[src/hdl/frb_pkg.sv]
// shared constants, types and codes for the fragment reassembly buffer
// no dependencies
`timescale 1ns / 1ps

package frb_pkg;

	// block configuration
	localparam int HEADER_BYTES = 8;
	localparam int MAX_DATA     = 256;
	localparam int BUF_CAP      = 4096;

	// port field widths
	localparam int ACT_W   = 3;
	localparam int SEQ_W   = 16;
	localparam int PLEN_W  = 16;
	localparam int POS_W   = 16;
	localparam int BYTE_W  = 8;
	localparam int RADDR_W = 12;
	localparam int TLEN_W  = 13;

	// derived internal widths
	localparam int ADDR_W = $clog2(BUF_CAP);
	localparam int RUN_W  = $clog2(BUF_CAP + 1);
	localparam int DL_W   = $clog2(MAX_DATA + 1);
	localparam int OFF_W  = $clog2((2 ** SEQ_W - 1) * MAX_DATA);

	localparam logic [PLEN_W-1:0] HDR_PLEN  = PLEN_W'(HEADER_BYTES);
	localparam logic [PLEN_W-1:0] MAXD_PLEN = PLEN_W'(MAX_DATA);
	localparam logic [POS_W-1:0]  HDR_POS   = POS_W'(HEADER_BYTES);

	typedef enum logic [ACT_W-1:0] {
		ACT_CLEAR  = 3'd0,
		ACT_HEADER = 3'd1,
		ACT_BYTE   = 3'd2,
		ACT_FINISH = 3'd3,
		ACT_READ   = 3'd4
	} action_t;

	typedef enum logic [1:0] {
		ST_INIT,
		ST_IDLE,
		ST_RESP,
		ST_CLEAR
	} state_t;

	typedef struct packed {
		logic take;
		logic sweep;
		logic load;
	} ctrl_cmd_t;

	typedef struct packed {
		logic sweep_last;
	} dp_stat_t;

endpackage

[src/hdl/frb_ctrl.sv]
// controller: sequences item execution, store clearing and result handoff
// depends on frb_pkg
`timescale 1ns / 1ps

module frb_ctrl import frb_pkg::*; (
	input  logic             clk,
	input  logic             arst_n,
	input  logic             in_valid,
	output logic             in_ready,
	input  logic [ACT_W-1:0] action,
	output logic             out_valid,
	input  logic             out_ready,
	output ctrl_cmd_t        cmd,
	input  dp_stat_t         stat
);

	state_t state_q;
	state_t state_nxt;
	logic   out_valid_q;
	logic   out_free;

	assign out_free  = !out_valid_q || out_ready;
	assign out_valid = out_valid_q;

	always_ff @(posedge clk or negedge arst_n) begin
		if (!arst_n) begin
			state_q     <= ST_INIT;
			out_valid_q <= 1'b0;
		end else begin
			state_q <= state_nxt;
			if (cmd.load) begin
				out_valid_q <= 1'b1;
			end else if (out_ready) begin
				out_valid_q <= 1'b0;
			end
		end
	end

	always_comb begin
		state_nxt = state_q;
		in_ready  = 1'b0;
		cmd       = '0;
		unique case (state_q)
			ST_INIT: begin
				cmd.sweep = 1'b1;
				if (stat.sweep_last) begin
					state_nxt = ST_IDLE;
				end
			end
			ST_IDLE: begin
				// ready is high throughout idle, so valid alone marks the beat
				in_ready = 1'b1;
				cmd.take = in_valid;
				if (in_valid) begin
					state_nxt = (action == ACT_CLEAR) ? ST_CLEAR : ST_RESP;
				end
			end
			ST_CLEAR: begin
				cmd.sweep = 1'b1;
				if (stat.sweep_last) begin
					state_nxt = ST_RESP;
				end
			end
			ST_RESP: begin
				// hold the result until the output register is free
				if (out_free) begin
					cmd.load  = 1'b1;
					state_nxt = ST_IDLE;
				end
			end
			default: begin
				state_nxt = ST_INIT;
			end
		endcase
	end

endmodule

[config.mk]
export PLATFORM = sky130hd
export DESIGN_NAME = frb_ctrl
export DESIGN_NICKNAME = d
export VERILOG_FILES = /design/src/hdl/frb_pkg.sv /design/src/hdl/frb_ctrl.sv
export SDC_FILE = /design/constraint.sdc
export NUM_CORES = 1
export LEC_CHECK = 0
export ABC_AREA = 1
export BUFFER_PORTS_ARGS = -buffer_cell sky130_fd_sc_hd__clkbuf_2
export CORE_AREA = 8 8 45 47
export CTS_CLUSTER_SIZE = 14
export DETAILED_ROUTE_END_ITERATION = 16
export DIE_AREA = 0 0 53 55
export GPL_TIMING_DRIVEN = 0
export PLACE_DENSITY = 0.45
export REMOVE_ABC_BUFFERS = 1
export SYNTH_ARGS = -nofsm -noshare
export SYNTH_HDL_FRONTEND = slang
export SYNTH_SLANG_ARGS = --single-unit
[constraint.sdc]
create_clock -name clk -period 1.8 [get_ports clk]
set_input_delay 0.18 -clock clk [delete_from_list [all_inputs] [get_ports clk]]
set_output_delay 0.18 -clock clk [all_outputs]
set_load 0.1 [all_outputs]
==> results.tsv <==
stage	metric	value	unit
cells_and_area	syn_to_final_growth	46.0	%
grt	grt_pass1_vias	241	
synth	synth_edf_count	0	
worst_setup_path	crit_type	flip-flop to output port	
die	die_h	55	um
job	maxCapViolCount	0	
synth	synth_most_common_cell	nand2_1	
grt	antenna_found_initial	0	
synth	synth_seq_area_share	29.7	%
clock_network	numCtsBuffers	3	
clock_network	clk_latency	230	ps
detailed_routing	drt-pass1-iter-count	2	
timing	drv_slew	0	
synth	synthTopCellsByArea	dfrtp_1 (30%), ha_1 (20%), nand2_1 (16%)	
timing	worstMarginPinSlew	543	ps
detailed_routing	ant_nets	0	
grt	grt_pass1_wl	855	um
timing	maxSlewHeadroom	63.9	%
timing	setup_viol	0	
timing	fmax	0.586	GHz
die	die_area	2920	um2
die	die_width	53	um
synth	syn_avg_cell_area	7.02	um2
detailed_routing	drt_iter0_markers	2	
detailed_routing	wl_per_cell	8.01	um
cells_and_area	diodes	0	
placement	gp_congestion	0.685	
clock_network	clockRootBuffer	clkbuf_4	
worst_setup_path	worst-r2r-setup-slack	600	ps
timing	hold_violations	0	
placement	io_buffers	12	
die	num_io_pins	13	
clock_network	cts.sinks	3	
detailed_routing	via_per_inst	3.57	
die	rows	14	
cells_and_area	drive_above_1_share	30.2	%
synth	synth.ff_latch_count	3	
synth	synthArstFlopShare	100	%
synth	synthesis.instances	36	
clock_network	tritoncts	yes	
cells_and_area	fin_nets	66	
worst_setup_path	crit_required	1620	ps
synth	synth_common_cells	nand2_1 (11), inv_1 (7), ha_1 (4)	
timing	worst_clock_skew	0.266	ps
die	fp.coreArea	1380	um2
grt	overflow	0	
timing	finalCritPeriodShare	94.7	%
clock_network	cts_max_level	1	
clock_network	path_clk_slew	40	ps
cells_and_area	final_util	26.7	%
synth	synth_top_area_share	29.7	%
placement	dpl.hpwl	480	um
synth	ys.flop_type	dfrtp_1	
die	start_util	18.3	%
grt	grt_usage	4.10	%
timing	rsz0062_at_grt	no	
synth	synth-warning-count	0	
synth	yosysTopAreaCell	dfrtp_1	
detailed_routing	routed_wl	553	um
worst_setup_path	cp.arrival	1530	ps
outcome	status	completed	
worst_setup_path	critPathLaunchType	flip-flop	
synth	synth_area	253	um2
synth	synth.distinct_cells	12	
timing	layout_min_cycle_time	1710	ps
worst_setup_path	path_max_fanout	4	
grt	grt_max_degree	6	
detailed_routing	drc	0	
clock_network	cts_max_path_buffers	2	
detailed_routing	vias	246	
worst_setup_path	worstSetupEndpointType	output port	
worst_hold_path	hp-class	input port to flip-flop	
==> per-layer routing <==
layer  GRT usage (%)  wire length, um
met1            3.96              232
met2            6.45              253
met3            1.87               67
met4            3.88                0
met5               0                0
==> worst paths after layout <==
check | start | to | depth (start not counted)
worst min register to register | out_valid | out_valid | 2
worst min-delay path | out_ready | out_valid | 4
worst max register to register | state_q[0] | state_q[0] | 6
worst max-delay path | state_q[0] | cmd[0] | 5
min in group asynchronous | arst_n | state_q[0] | 2
max in group asynchronous | arst_n | out_valid | 2
==> through the flow <==
step	std cells	worst slack, ps	cell area [um2]	hold WS (ps)	setup TNS, ps
floorplan	36	-771	253	-116	-1220
global placement	64	318	333	-22.5	0
detailed placement	64	315	333	-20.6	0
CTS	69	63.4	369	213	0
global route	69	2.56	369	245	0
finish	69	94.9	369	214	0
==> layout by cell type (no fill, tap or decap) <==
master and count:
clkbuf_1 1, ha_1 4, nand3_1 2, inv_1 7, nor2_2 1, nand3b_1 1, o21bai_1 1, or2_1 1
a21oi_1 1, nand4_1 1, clkbuf_2 12, nand2_1 11, dfrtp_1 3, nor2_1 3, dlygate4sd3_1 1, clkbuf_4 3
==> area by class of cell <==
type	instances	area, um2
Multi-Input combinational cell	26	151
Timing Repair Buffer	13	70.1
Tap cell	16	20.0
Fill cell	155	1010
Clock buffer	4	26.3
Sequential cell	3	75.1
Inverter	7	26.3
==> critical path, stage by stage (launching register included) <==
cell and delay [ps]:
dfrtp_1 400, inv_1 90, ha_1 170, inv_1 50, a21oi_1 110, clkbuf_2 470
==> sequential cells by signal (all words and copies together) (netlist names) <==
register / count
out_valid: 1
state_q: 2
==> kinds of logic (layout without fill, tap and decap cells) <==
kind of cell | after synthesis | in the layout | share of synthesized area, %
AOI/OAI and AO/OA | 2 | 2 | 4.95
and+or+nand+nor | 20 | 20 | 35.2
DFF | 3 | 3 | 29.7
buffers and inverters | 7 | 24 | 10.4
adders and majority gates | 4 | 4 | 19.8
==> timing repair <==
item,in CTS,in global routing
resized for setup,0,0
hold endpoints to repair,3,0
buffers inserted,0,0
hold buffers,1,0
Power is not shown: default switching activity piles up to over one toggle a cycle in this logic, so the estimate is an artifact.
